### src/hdl/rrqs_pkg.sv
// Shared types and constants for the round-robin quantum scheduler.
// Used by rrqs_ram and round_robin_quantum_scheduler; no dependencies.
`default_nettype none

package rrqs_pkg;

  localparam int DEFAULT_QUEUE_DEPTH = 16;

  localparam int ID_W    = 8;
  localparam int PRIO_W  = 4;
  localparam int BURST_W = 16;

  localparam logic [BURST_W-1:0] QUANTUM_RESET = BURST_W'(10);

  // Register index of the quantum register on the configuration port
  localparam logic REG_QUANTUM = 1'b0;

  typedef enum logic {
    OP_ADD      = 1'b0,
    OP_DISPATCH = 1'b1
  } op_t;

  typedef enum logic [2:0] {
    ST_ADDED = 3'd0,
    ST_FULL  = 3'd1,
    ST_ZERO  = 3'd2,
    ST_SLICE = 3'd3,
    ST_IDLE  = 3'd4
  } status_t;

  typedef struct packed {
    logic [BURST_W-1:0] burst;
    logic [PRIO_W-1:0]  prio;
    logic [ID_W-1:0]    id;
  } entry_t;

endpackage

`default_nettype wire

### src/hdl/round_robin_quantum_scheduler.sv
// Round-robin scheduler with a fixed time quantum over a FIFO of ready tasks.
// A request passes through the input register and then the result register.
// Throughput: one request per cycle unless the result stream stalls; the head entry is
// kept prefetched from the RAM's registered read port; pop, requeue and push never wait.
// Reset (synchronous): pointers and count cleared, quantum set to 10; the queue
// storage itself is not cleared.
`default_nettype none

module round_robin_quantum_scheduler
  import rrqs_pkg::*;
#(
  parameter int QUEUE_DEPTH = DEFAULT_QUEUE_DEPTH
) (
  input  wire logic        clk,
  input  wire logic        rst,
  // configuration port
  input  wire logic        psel,
  input  wire logic        penable,
  input  wire logic        pwrite,
  input  wire logic [2:0]  paddr,
  input  wire logic [31:0] pwdata,
  output logic [31:0]      prdata,
  output logic             pready,
  // request stream
  input  wire logic        s_tvalid,
  output logic             s_tready,
  input  wire logic [31:0] s_tdata,   // task_id[7:0], task_priority[11:8], burst_length[27:12]
  input  wire logic        s_tuser,   // op[0]
  // result stream
  output logic             m_tvalid,
  input  wire logic        m_tready,
  output logic [31:0]      m_tdata,   // run_task_id[7:0], run_priority[11:8], slice_length[27:12]
  output logic [2:0]       m_tuser,   // status[2:0]
  output logic             m_tlast    // task_done
);

  localparam int AW = $clog2(QUEUE_DEPTH);
  localparam int CW = $clog2(QUEUE_DEPTH + 1);
  localparam int ENTRY_W = $bits(entry_t);

  // configuration
  logic [BURST_W-1:0] quantum;
  logic               cfg_write;

  assign pready    = 1'b1;
  assign cfg_write = psel && penable && pwrite && pready;

  always_ff @(posedge clk) begin
    if (rst) begin
      quantum <= QUANTUM_RESET;
    end else if (cfg_write && (paddr[2] == REG_QUANTUM)) begin
      quantum <= pwdata[BURST_W-1:0];
    end
  end

  assign prdata = (paddr[2] == REG_QUANTUM) ? {{(32-BURST_W){1'b0}}, quantum} : 32'd0;

  // input register
  logic   in_valid;
  op_t    in_op;
  entry_t in_entry;
  logic   adv;
  logic   take;

  assign adv      = !m_tvalid || m_tready;
  assign take     = in_valid && adv;
  assign s_tready = !in_valid || adv;

  always_ff @(posedge clk) begin
    if (rst) begin
      in_valid <= 1'b0;
    end else if (s_tready) begin
      in_valid <= s_tvalid;
    end
    if (s_tvalid && s_tready) begin
      in_op    <= op_t'(s_tuser);
      in_entry <= entry_t'(s_tdata[ENTRY_W-1:0]);
    end
  end

  // queue state
  logic [AW-1:0] head;
  logic [AW-1:0] tail;
  logic [CW-1:0] count;
  logic [AW-1:0] head_inc;
  logic [AW-1:0] tail_inc;
  entry_t        head_data;

  assign head_inc = (head == AW'(QUEUE_DEPTH - 1)) ? '0 : head + 1'b1;
  assign tail_inc = (tail == AW'(QUEUE_DEPTH - 1)) ? '0 : tail + 1'b1;

  // per-request decision
  logic [BURST_W-1:0] q_eff;
  logic               pop;
  logic               push;
  entry_t             push_entry;
  status_t            res_status;
  entry_t             res_entry;
  logic               res_done;
  logic [CW-1:0]      count_next;

  assign q_eff = (quantum == '0) ? BURST_W'(1) : quantum;

  always_comb begin
    pop        = 1'b0;
    push       = 1'b0;
    push_entry = in_entry;
    res_status = ST_IDLE;
    res_entry  = '0;
    res_done   = 1'b0;
    count_next = count;
    unique case (in_op)
      OP_ADD: begin
        priority if (in_entry.burst == '0) begin
          res_status = ST_ZERO;
        end else if (count == CW'(QUEUE_DEPTH)) begin
          res_status = ST_FULL;
        end else begin
          push       = 1'b1;
          res_status = ST_ADDED;
          count_next = count + 1'b1;
        end
      end
      OP_DISPATCH: begin
        if (count != '0) begin
          pop             = 1'b1;
          res_status      = ST_SLICE;
          res_entry.id    = head_data.id;
          res_entry.prio  = head_data.prio;
          if (head_data.burst <= q_eff) begin
            res_entry.burst = head_data.burst;
            res_done        = 1'b1;
            count_next      = count - 1'b1;
          end else begin
            // requeue the remainder at the tail; the count is unchanged
            res_entry.burst  = q_eff;
            push             = 1'b1;
            push_entry.id    = head_data.id;
            push_entry.prio  = head_data.prio;
            push_entry.burst = head_data.burst - q_eff;
          end
        end
      end
      default: ;
    endcase
  end

  logic          ram_we;
  logic [AW-1:0] ram_raddr;

  assign ram_we    = take && push;
  assign ram_raddr = (take && pop) ? head_inc : head;

  rrqs_ram #(
    .QUEUE_DEPTH(QUEUE_DEPTH)
  ) u_ram (
    .clk  (clk),
    .we   (ram_we),
    .waddr(tail),
    .wdata(push_entry),
    .raddr(ram_raddr),
    .rdata(head_data)
  );

  always_ff @(posedge clk) begin
    if (rst) begin
      head  <= '0;
      tail  <= '0;
      count <= '0;
    end else if (take) begin
      if (pop) begin
        head <= head_inc;
      end
      if (push) begin
        tail <= tail_inc;
      end
      count <= count_next;
    end
  end

  // result register
  status_t out_status;
  entry_t  out_entry;
  logic    out_done;

  always_ff @(posedge clk) begin
    if (rst) begin
      m_tvalid <= 1'b0;
    end else if (adv) begin
      m_tvalid <= in_valid;
    end
    if (take) begin
      out_status <= res_status;
      out_entry  <= res_entry;
      out_done   <= res_done;
    end
  end

  assign m_tdata = {{(32-ENTRY_W){1'b0}}, out_entry};
  assign m_tuser = out_status;
  assign m_tlast = out_done;

endmodule

`default_nettype wire

### src/hdl/rrqs_ram.sv
// Ready-queue storage: one write port, one registered read port with
// write-first bypass. Depends on rrqs_pkg for the entry type.
`default_nettype none

module rrqs_ram
  import rrqs_pkg::*;
#(
  parameter int QUEUE_DEPTH = DEFAULT_QUEUE_DEPTH,
  localparam int AW = $clog2(QUEUE_DEPTH)
) (
  input  wire logic          clk,
  input  wire logic          we,
  input  wire logic [AW-1:0] waddr,
  input  wire entry_t        wdata,
  input  wire logic [AW-1:0] raddr,
  output entry_t             rdata
);

  entry_t mem [QUEUE_DEPTH];

  always_ff @(posedge clk) begin
    if (we) begin
      mem[waddr] <= wdata;
    end
    // a write landing on the address being read shows up at once
    if (we && (waddr == raddr)) begin
      rdata <= wdata;
    end else begin
      rdata <= mem[raddr];
    end
  end

endmodule

`default_nettype wire
### config.mk
export PLATFORM = sky130hd
export DESIGN_NAME = round_robin_quantum_scheduler
export DESIGN_NICKNAME = d
export VERILOG_FILES = /design/src/hdl/rrqs_pkg.sv /design/src/hdl/round_robin_quantum_scheduler.sv /design/src/hdl/rrqs_ram.sv
export SDC_FILE = /design/constraint.sdc
export NUM_CORES = 1
export LEC_CHECK = 0
export BUFFER_PORTS_ARGS = -buffer_cell sky130_fd_sc_hd__buf_4
export CORE_UTILIZATION = 57
export DETAILED_ROUTE_END_ITERATION = 8
export PLACE_DENSITY_LB_ADDON = 0.25
export RECOVER_POWER = 50
export SLEW_MARGIN = 20
export SYNTH_ARGS = -nofsm -noshare
export SYNTH_HDL_FRONTEND = slang
export SYNTH_SLANG_ARGS = --single-unit
### constraint.sdc
create_clock -name clk -period 6.7 [get_ports clk]
set_clock_uncertainty 0.2 [all_clocks]
set_input_delay 0.335 -clock clk [delete_from_list [all_inputs] [get_ports clk]]
set_output_delay 0.335 -clock clk [all_outputs]
set_load 0.02 [all_outputs]
After elaboration in Yosys (flattened, before gate mapping):

Memories as Yosys holds them, arrays and structs flattened. A register that Yosys moved wholly into a read port is not among the register bits.
Cells that the tools add are included.

* bits in registers: 92
* latch bits: 0
* memory bits (writable): 448
* bits in read-only memories: 0
* input port bits: 75
* output and inout port bits: 71
* logic and storage cells: 77
* memories kept: 1

Memories
* u_ram.mem: depth 16, width 28, read ports 1, clocked after memory_dff 1, wr ports 1, RTL line rrqs_ram.sv:19 `entry_t mem [QUEUE_DEPTH];`

* add/sub/neg operators: 5
* multiply operators: 0
* divide/modulo/power cells: 0
* order comparisons: 1
* equality and inequality tests: 7
* shifts and indexed selects: 0
* multiplexer cells: 28
* bitwise gates (word level): 2
* reduce and logical (&&, ||, !) cells: 18

Operators by type and width (number)
* $mux 28: 3
* $mux 16: 3
* $logic_not 16->1: 2
* $mux 5: 4
* $le 16x16->1: 1
* $sub 16x16->16: 1
* $mux 4: 3
* $mux 1: 10
* $pmux 5 s2: 1
* $add 4x1->4 const B: 2
* $eq 4x4->1 const B: 2
* $logic_and 1x1->1: 7
* $pmux 3 s2: 1
* $reduce_and 2->1: 3
* $add 5x1->5 const B: 1
* $eq 5x5->1 const B: 1
* $reduce_and 5->1: 1
* $reduce_bool 5->1: 1
* $sub 5x1->5 const B: 1
* $ne 2x1->1 const B: 2
* $ne 2x2->1 const B: 2
* $mux 3: 1
* $logic_not 1->1: 2
* $logic_or 1x1->1: 2
* 3 further kinds: 4

Logic depth before layout (Yosys ltp):

Gate-level depths: netlist of the first run.

* depth in word-level cells: 9
* depth in mapped cells: 16
* gate-level depth less buffers: 12

Hierarchy:

A second synthesis of the first run with hierarchy kept.

* cells, all modules: 1241
* area, all modules: 22153.7 um^2

Modules (own cells, without submodules)
* rrqs_ram: times used 1, cells an instance 711, area each 17042.6 um^2, seq. area each 13533.0 um^2
* round_robin_quantum_scheduler: times used 1, cells an instance 530, area each 5111.2 um^2, seq. area each 2452.4 um^2

Worst setup path after synthesis of the first run:

No wires, ideal clock.

* path type: flip-flop to flip-flop
* start: register (tool-made name)
* end: memory u_ram.mem[0][26] in the netlist's numbering (data pin)
* setup time: 392 ps
* arrival: 4356 ps
* path slack: 1752 ps
* cell stages (with the launch flop): 14
* path buffers: 5
* period minus slack after synthesis: 4948 ps
* cell sequence: dfxtp_1 > clkbuf_1 > buf_2 > buf_2 > mux4_2 > mux4_2 > ha_1 > buf_2 > a21oi_1 > o21ai_0 > a311oi_2 > a211o_1 > buf_2 > o41ai_1

RTL lines (RTL line)
* to (decl): rrqs_ram.sv:19

==> impl_metrics.py, run 1 <==
metrics = {
    "status": {
        "status": "complete, but fails checks",
        "violations": "capacitance limit, slew limit",
    },
    "placement": {
        "hpwlAfterDp_um": 27750,
        "dp_slack_ns": 1.166,
        "io_buffers": 102,
        "gp_congestion": 0.9139,
    },
    "routing": {
        "drc": 0,
        "highest_layer": "met4",
        "routed_via_density": 6.153,
        "wl_met3_um": 4507,
        "initialDrtViolationCount": 1101,
        "met1Wirelength_um": 20610,
        "route.vias.total": 12060,
        "detail-route-antenna-nets": 0,
        "routedWlPerCell_um": 26.33,
        "dr_wl_met2_um": 25310,
        "dr.pass1.iters": 5,
        "wl_um": 51610,
    },
    "clocking": {
        "insertion_delay_ns": 0.58,
        "cts_root_buffer": "clkbuf_16",
        "ctsHoldBuffers": 65,
        "clkTransAtPathRegs_ns": 0.06,
        "cts_tree": "done",
        "cts_buffer_depth": 3,
        "h-tree-depth": 2,
        "post_cts_buffers": 0,
        "cts_sinks": 544,
        "cts_buffers": 53,
        "cts_resized": 0,
    },
    "sta": {
        "slew_headroom_pct": -75.42,
        "rsz0062_at_grt": "false",
        "finalSetupTns_ns": 0,
        "period_share_pct": 86.77,
        "finalCriticalPeriod_ns": 5.813,
        "setup_ws_ns": 0.8866,
        "drv_slew": 96,
        "clock.fmax_mhz": 172.0,
        "tightest_slew_ns": 2.630,
        "hold_viol": 0,
        "finalSetupViolCount": 0,
    },
    "die": {
        "num_io_pins": 146,
        "core-area_um2": 37930,
        "dieArea_um2": 39630,
        "die_x_um": 199.1,
        "start_util_pct": 58.36,
        "rows": 71,
        "die_h_um": 199.1,
    },
    "yosys": {
        "netlist-cell-type-count": 60,
        "syn_inst": 1192,
        "yosysWarnings": 0,
        "yosys-top-cells-area": "edfxtp_1 (69%), mux4_2 (14%), dfxtp_1 (3.2%)",
        "yosys.area.top_type": "edfxtp_1",
        "yosysSeqAreaShare_pct": 72.21,
        "avgSynthCellArea_um2": 18.57,
        "syn_area_um2": 22140,
        "synth_edf_count": 509,
        "synth_top_area_share_pct": 69.04,
        "ys.flop_type": "edfxtp_1",
        "ys_async_sr_fraction_pct": 0,
        "ys_seq_elements": 544,
    },
    "run": {
        "max_cap_viol_count": 4,
    },
    "finish": {
        "layout_commonest_cell": "edfxtp_1",
        "syn_to_final_growth_pct": 16.16,
        "layout.nets": 1505,
        "layout_common_cells": "edfxtp_1 (509), mux4_2 (140), nand2_1 (99), clkbuf_1 (80), dlygate4sd3_1 (65)",
        "antenna_cells": 0,
        "drive_gt1_share_pct": 22.02,
    },
    "global_route": {
        "overflow": 0,
        "grt_pass1_vias": 11980,
        "grt_max_degree": 50,
        "grt_pass1_wl_um": 75610,
        "grt_use_total_pct": 26.86,
        "grt_antenna_before_repair": 0,
    },
    "power": {
        "leakage_nw": 8.422,
        "power_mw": 7.296,
        "p_per_area_nw_per_um2": 283.7,
        "ir_drop_uv": 201.5,
    },
    "worst_setup_path": {
        "rrSetupSlack_ns": 0.89,
        "startpoint_type": "flop",
        "path_max_fanout": 29,
        "critPathRequiredTime_ns": 6.78,
        "r2r_end": "u_ram.mem[1][27]",
        "worst-r2r-cell-count": 12,
        "worstSetupEndpointType": "flop",
        "crit_arrival_ns": 5.89,
        "critPathKind": "reg2reg",
    },
    "hold_path": {
        "hp-class": "in2reg",
        "holdCritStartpoint": "s_tdata[11]",
        "holdPathEnd": "in_entry[11]",
        "hold_depth": 2,
    },
}
==> power breakdown <==
group | switching, mW | total (mW) | internal [mW]
registers | 0.0290 | 3.87 | 3.84
logic | 0.361 | 0.583 | 0.222
clock network | 1.22 | 2.84 | 1.63
total | 1.61 | 7.30 | 5.69
==> flip-flops by register name, summed over array words and instances, names as in the netlist, named ones only <==
name,flops
count,5
head,4
in_entry,28
in_op,1
in_valid,1
m_tdata,28
m_tlast,1
m_tuser,3
m_tvalid,1
quantum,16
tail,4
u_ram.mem,448
==> logic make-up after synthesis <==
group | Yosys count | share of synthesized area, %
flops | 544 | 72.21
other cells | 2 | 0.03392
buf+inv | 102 | 2.216
simple gates | 235 | 5.166
mux | 147 | 14.58
fa+ha+maj | 26 | 1.537
compound gates | 122 | 3.708
xor+xnor | 14 | 0.5539
==> final cells by class <==
type / instances / area [um2]
Multi-Input combinational cell: 565 / 5748
Clock buffer: 69 / 1396
Timing Repair Buffer: 215 / 1580
Sequential cell: 544 / 15990
Fill cell: 2418 / 12220
Clock inverter: 31 / 264.0
Tap cell: 511 / 639.4
Inverter: 25 / 93.84
==> critical path, cell delays in order, from the launching register on <==
cell	delay (ns)
dfxtp_4	0.66
clkbuf_2	0.54
mux4_2	0.62
mux4_2	0.57
ha_1	0.43
a21oi_1	0.23
o21ai_0	0.10
a311oi_1	0.83
a211o_1	0.30
buf_4	0.29
nand2_1	0.08
o21ai_0	0.07
clkbuf_1	0.54
==> per-layer routing <==
| layer | global-route usage (%) | up-vias |
|---|---|---|
| li1 | - | 5192 |
| met1 | 37.10 | 6147 |
| met2 | 43.90 | 629 |
| met3 | 5.249 | 91 |
| met4 | 7.749 | 0 |
| met5 | 0 | - |
==> synthesized netlist by cell type, drive strengths merged (3+ instances only) <==
cell type	count
edfxtp	509
mux4	140
nand2	99
buf	46
a21oi	41
dfxtp	35
nor2	35
clkbuf	31
o21ai	30
inv	25
ha	24
and2	19
a22o	16
nand3	16
and3	14
xnor2	12
nor2b	11
nor4	10
nand2b	7
nor3	7
nand4	5
a211o	4
a21o	4
mux2i	4
o21a	4
or3	4
mux2	3
o31ai	3
==> through the flow <==
stage	hold slack [ns]	utilization, %	instance area, um2	std cells
final	0.2831	67.79	25720	1960
after floorplan	0.2339	-	22210	1211
after detailed placement	0.2692	62.44	23690	1795
after global routing	0.2792	67.79	25720	1960
after CTS	0.2419	68.53	26000	1960
after global placement	0.2659	62.44	23690	1795
==> worst max path at each step <==
stage	startpoint	end	slack, ns
4_1_cts	flop	u_ram.mem[14][16]	1.12
3_3_place_gp	flop	u_ram.mem[10][15]	1.25
5_1_grt	flop	u_ram.mem[14][15]	0.43
3_5_place_dp	flop	u_ram.mem[10][15]	1.17
2_1_floorplan	flop	u_ram.mem[0][26]	1.75
6_report	flop	u_ram.mem[1][27]	0.89
(Power assumes the default switching activity.)
==> run 2: changes to the inputs <==
==> constraint.sdc (replaced) <==
create_clock -name clk -period 6.7 [get_ports clk]
set_clock_uncertainty 0.2 [all_clocks]
set_input_delay 1.34 -clock clk [delete_from_list [all_inputs] [get_ports clk]]
set_output_delay 1.34 -clock clk [all_outputs]
set_load 0.02 [all_outputs]
==> impl_metrics.py, run 2 (synthesis gave the netlist of run 1 again) <==
metrics = {
    "status": {
        "status": "complete, but fails checks",
        "violations": "capacitance limit, slew limit",
    },
    "finish": {
        "largest_reg_flops": 448,
        "layout.nets": 1438,
        "antenna_cells": 0,
        "final_util_pct": 65.95,
        "drive_gt1_share_pct": 22.57,
        "regMostFlops": "u_ram.mem",
        "final_cells": 1889,
        "layout_common_cells": "edfxtp_1 (509), mux4_2 (140), nand2_1 (99), clkbuf_1 (81), clkbuf_16 (52)",
        "layout_commonest_cell": "edfxtp_1",
        "syn_to_final_growth_pct": 13.01,
    },
    "sta": {
        "hold_viol": 0,
        "slew_headroom_pct": -66.57,
        "rsz0062_at_grt": "false",
        "finalCriticalPeriod_ns": 5.751,
        "drv_slew": 101,
        "tightest_slew_ns": 2.497,
        "finalSetupTns_ns": 0,
        "finalSetupViolCount": 0,
        "period_share_pct": 85.84,
        "hold_slack_ns": 0.2811,
        "clock.fmax_mhz": 173.9,
    },
    "routing": {
        "routedWlPerCell_um": 25.60,
        "routed_via_density": 6.147,
        "detail-route-antenna-nets": 0,
        "drc": 0,
        "initialDrtViolationCount": 1082,
        "dr.pass1.iters": 5,
        "route.vias.total": 11610,
        "wl_um": 48360,
    },
    "clocking": {
        "h-tree-depth": 2,
        "cts_buffers": 52,
        "cts_buffer_depth": 3,
        "clkTransAtPathRegs_ns": 0.06,
        "cts_resized": 0,
        "ctsHoldBuffers": 0,
        "cts_root_buffer": "clkbuf_16",
        "cts_tree": "done",
        "cts_sinks": 544,
        "insertion_delay_ns": 0.59,
        "post_cts_buffers": 0,
    },
    "hold_path": {
        "hp-class": "reg2reg",
        "hold_depth": 2,
    },
    "global_route": {
        "grt_pass1_wl_um": 70680,
        "grt_antenna_before_repair": 0,
        "grt_pass1_vias": 11450,
        "grt_max_degree": 54,
        "overflow": 0,
        "grt_use_total_pct": 24.99,
    },
    "worst_setup_path": {
        "path_max_fanout": 24,
        "critPathKind": "reg2reg",
        "worst-r2r-cell-count": 11,
        "startpoint_type": "flop",
        "critPathRequiredTime_ns": 6.77,
        "worstSetupEndpointType": "flop",
        "crit_arrival_ns": 5.82,
    },
    "die": {
        "rows": 71,
        "die_h_um": 199.1,
        "die_x_um": 199.1,
        "num_io_pins": 146,
        "core-area_um2": 37930,
        "dieArea_um2": 39630,
        "start_util_pct": 58.36,
    },
    "power": {
        "p_per_area_nw_per_um2": 289.9,
        "ir_drop_uv": 162.7,
        "power_mw": 7.252,
        "leakage_nw": 8.076,
    },
    "placement": {
        "place_inst": 1794,
        "io_buffers": 102,
        "hpwlAfterDp_um": 27720,
        "gp_congestion": 0.9083,
    },
    "run": {
        "max_cap_viol_count": 4,
    },
}
run 2: worst paths after layout:
| kind | endpoint | startpoint | slack [ns] |
|---|---|---|---|
| setup / recovery | u_ram.mem[7][15] | flop | 0.95 |
| hold / removal | quantum[0] | quantum[0] | 0.28 |
| setup reg to reg | u_ram.mem[7][15] | flop | 0.95 |
| hold reg to reg | quantum[0] | quantum[0] | 0.28 |
run 2: power by group:
part           total (mW)  leakage [nW]  internal, mW  switching (mW)
Combinational       0.549          2.36         0.198           0.351
Sequential           3.87          4.91          3.84          0.0276
Clock                2.84         0.807          1.61            1.22
Total                7.25          8.08          5.65            1.60
run 2: layer usage:
| layer | GRT usage (%) | wire [um] | part of all wire (%) | up-vias |
|---|---|---|---|---|
| li1 | - | - | - | 5040 |
| met1 | 34.74 | 19680 | 41 | 5922 |
| met2 | 40.02 | 23380 | 48 | 565 |
| met3 | 5.451 | 4148 | 8.6 | 84 |
| met4 | 7.550 | 1146 | 2.4 | 0 |
| met5 | 0 | 0 | 0 | - |
run 2: per-stage QoR:
| stage | worst slack (ns) | area (um2) |
|---|---|---|
| 5_1_grt | 0.6032 | 25020 |
| 3_5_place_dp | 1.229 | 23680 |
| 6_report | 0.9490 | 25020 |
| 2_1_floorplan | 1.752 | 22210 |
| 4_1_cts | 1.201 | 25330 |
| 3_3_place_gp | 1.283 | 23680 |
run 2: final cells by class:
class                      instances  area, um2
inverter                          25      93.84
multi-input combinational        565       5727
sequential                       544      15990
clock inverter                    28      274.0
timing repair buffer             149      910.9
clock buffer                      67       1378
fill                            2551      12920
tap                              511      639.4
run 2: worst max-delay path, cell delays in order (launching register included):
cell      delay [ns]
dfxtp_4         0.65
buf_4           0.40
mux4_2          0.56
mux4_2          0.55
ha_1            0.45
a21oi_1         0.26
o21ai_0         0.12
a311oi_1        0.89
o211ai_1        0.26
and3_1          0.30
and2_0          0.35
buf_4           0.40
==> run 3: changes to the inputs <==
--- a/config.mk
+++ b/config.mk
@@ -6,6 +6,7 @@
 export NUM_CORES = 1
 export LEC_CHECK = 0
 export BUFFER_PORTS_ARGS = -buffer_cell sky130_fd_sc_hd__buf_4
+export CORE_MARGIN = 3
 export CORE_UTILIZATION = 57
 export DETAILED_ROUTE_END_ITERATION = 8
 export PLACE_DENSITY_LB_ADDON = 0.25
==> impl_metrics.py, run 3 (synthesis gave the netlist of run 1 again) <==
metrics = {
    "sta": {
        "finalSetupTns_ns": 0,
        "clock.fmax_mhz": 165.2,
        "finalCriticalPeriod_ns": 6.053,
        "finalSetupViolCount": 0,
        "drv_slew": 111,
        "slew_headroom_pct": -67.03,
        "hold_slack_ns": 0.2880,
        "period_share_pct": 90.35,
        "setup_ws_ns": 0.6465,
        "tightest_slew_ns": 2.504,
        "hold_viol": 0,
        "rsz0062_at_grt": "false",
    },
    "run": {
        "max_cap_viol_count": 5,
    },
    "worst_setup_path": {
        "crit_slowest_cell": "clkbuf_2",
        "path_max_fanout": 28,
        "startpoint_type": "flop",
        "crit_arrival_ns": 6.03,
        "crit_chain": "buf_12 -> mux4_2 -> mux4_2 -> ha_1 -> nand4_1 -> a21oi_1 -> o211ai_1 -> o211a_1 -> nor2_1 -> and3_1 -> clkbuf_2",
        "worstSetupEndpointType": "flop",
        "critPathTopFamily": "buffers and inverters",
        "worst_path_most_repeated_cell": "mux4_2",
        "cp_slowest_stage_delay_ns": 0.86,
        "cp_num_buf_inv": 2,
        "critPathKind": "reg2reg",
        "critPathRequiredTime_ns": 6.68,
    },
    "clocking": {
        "cts_root_buffer": "clkbuf_16",
        "clkTransAtPathRegs_ns": 0.06,
        "cts_tree": "done",
        "cts_buffers": 52,
        "insertion_delay_ns": 0.58,
        "cts_sinks": 544,
        "post_cts_buffers": 0,
        "h-tree-depth": 2,
        "ctsHoldBuffers": 0,
        "cts_resized": 0,
        "cts_buffer_depth": 3,
    },
    "die": {
        "num_io_pins": 146,
        "core-area_um2": 37930,
        "die_x_um": 203.1,
        "rows": 71,
        "die_h_um": 203.1,
        "dieArea_um2": 41240,
        "start_util_pct": 58.36,
    },
    "routing": {
        "dr.pass1.iters": 5,
        "initialDrtViolationCount": 1221,
        "detail-route-antenna-nets": 0,
        "route.vias.total": 11720,
        "wl_um": 49570,
        "routed_via_density": 6.203,
        "routedWlPerCell_um": 26.23,
        "drc": 0,
    },
    "global_route": {
        "grt_max_degree": 49,
        "grt_pass1_vias": 12020,
        "grt_pass1_wl_um": 74160,
        "grt_use_total_pct": 24.34,
        "overflow": 0,
        "grt_antenna_before_repair": 0,
    },
    "finish": {
        "final_util_pct": 66.03,
        "layout_commonest_cell": "edfxtp_1",
        "largest_reg_flops": 448,
        "final_cells": 1890,
        "drive_gt1_share_pct": 22.50,
        "layout_common_cells": "edfxtp_1 (509), mux4_2 (140), nand2_1 (99), clkbuf_1 (77), clkbuf_16 (53)",
        "regMostFlops": "u_ram.mem",
        "syn_to_final_growth_pct": 13.14,
        "layout.nets": 1441,
    },
    "power": {
        "ir_drop_uv": 165.5,
        "leakage_nw": 8.098,
        "p_per_area_nw_per_um2": 289.4,
    },
    "placement": {
        "io_buffers": 102,
        "dp_slack_ns": 1.114,
        "place_inst": 1797,
        "hpwlAfterDp_um": 28340,
        "gp_congestion": 0.9116,
    },
    "status": {
        "status": "complete, but fails checks",
        "violations": "capacitance limit, slew limit",
    },
    "hold_path": {
        "hp-class": "reg2reg",
    },
}
-- run 3: cell count changes in the layout (fill, tap and decap cells not counted), moves of 2 or more --
cell / previous run / this run
and2_1: 9 / 11
clkbuf_8: 2 / 0
and2_0: 10 / 7
buf_4: 47 / 52
clkinv_1: 7 / 11
clkinv_2: 10 / 6
clkbuf_1: 81 / 77
-- run 3: final timing paths --
| path | endpoint | startpoint | slack (ns) | depth (start not counted) |
|---|---|---|---|---|
| worst max register to register | u_ram.mem[14][15] | flop | 0.65 | 11 |
| worst min register to register | quantum[0] | quantum[0] | 0.29 | 2 |
| worst max-delay path | u_ram.mem[14][15] | flop | 0.65 | 11 |
| worst min-delay path | quantum[0] | quantum[0] | 0.29 | 2 |
-- run 3: power breakdown --
part           total [mW]  switching [mW]  internal [mW]
registers            3.87          0.0275           3.84
clock network        2.82            1.18           1.64
logic               0.563           0.358          0.205
-- run 3: layout make-up --
class                   count  area, um2
diodes                      1      2.502
clock buffers              65       1371
clock inverters            27      264.0
fillers                  2511      12890
inverters                  25      93.84
multi-input cells         565       5723
flip-flops and latches    544      15990
well taps                 511      639.4
repair buffers            152      957.2
-- run 3: per-stage QoR --
step,power (mW),area [um2]
final,7.249,25050
after detailed placement,4.515,23710
after global routing,7.487,25040
after floorplan,4.318,22210
after CTS,7.317,25350
after global placement,4.498,23710
-- run 3: per-layer routing --
| layer | track usage [%] | share of wire (%) | up-vias |
|---|---|---|---|
| met5 | 0 | 0 | - |
| met4 | 6.785 | 2.1 | 0 |
| met3 | 6.333 | 8.7 | 82 |
| met2 | 39.95 | 50 | 551 |
| met1 | 32.99 | 39 | 6042 |
| li1 | - | - | 5048 |
-- run 3: worst reg2reg max path: cells and delay by family, from the launching register on --
family          cells  cell delay [ns]
compound gates      3             1.06
fa+ha+maj           1             0.44
buf+inv             2             1.17
flops               1             0.69
mux                 2             1.08
simple gates        3             0.99
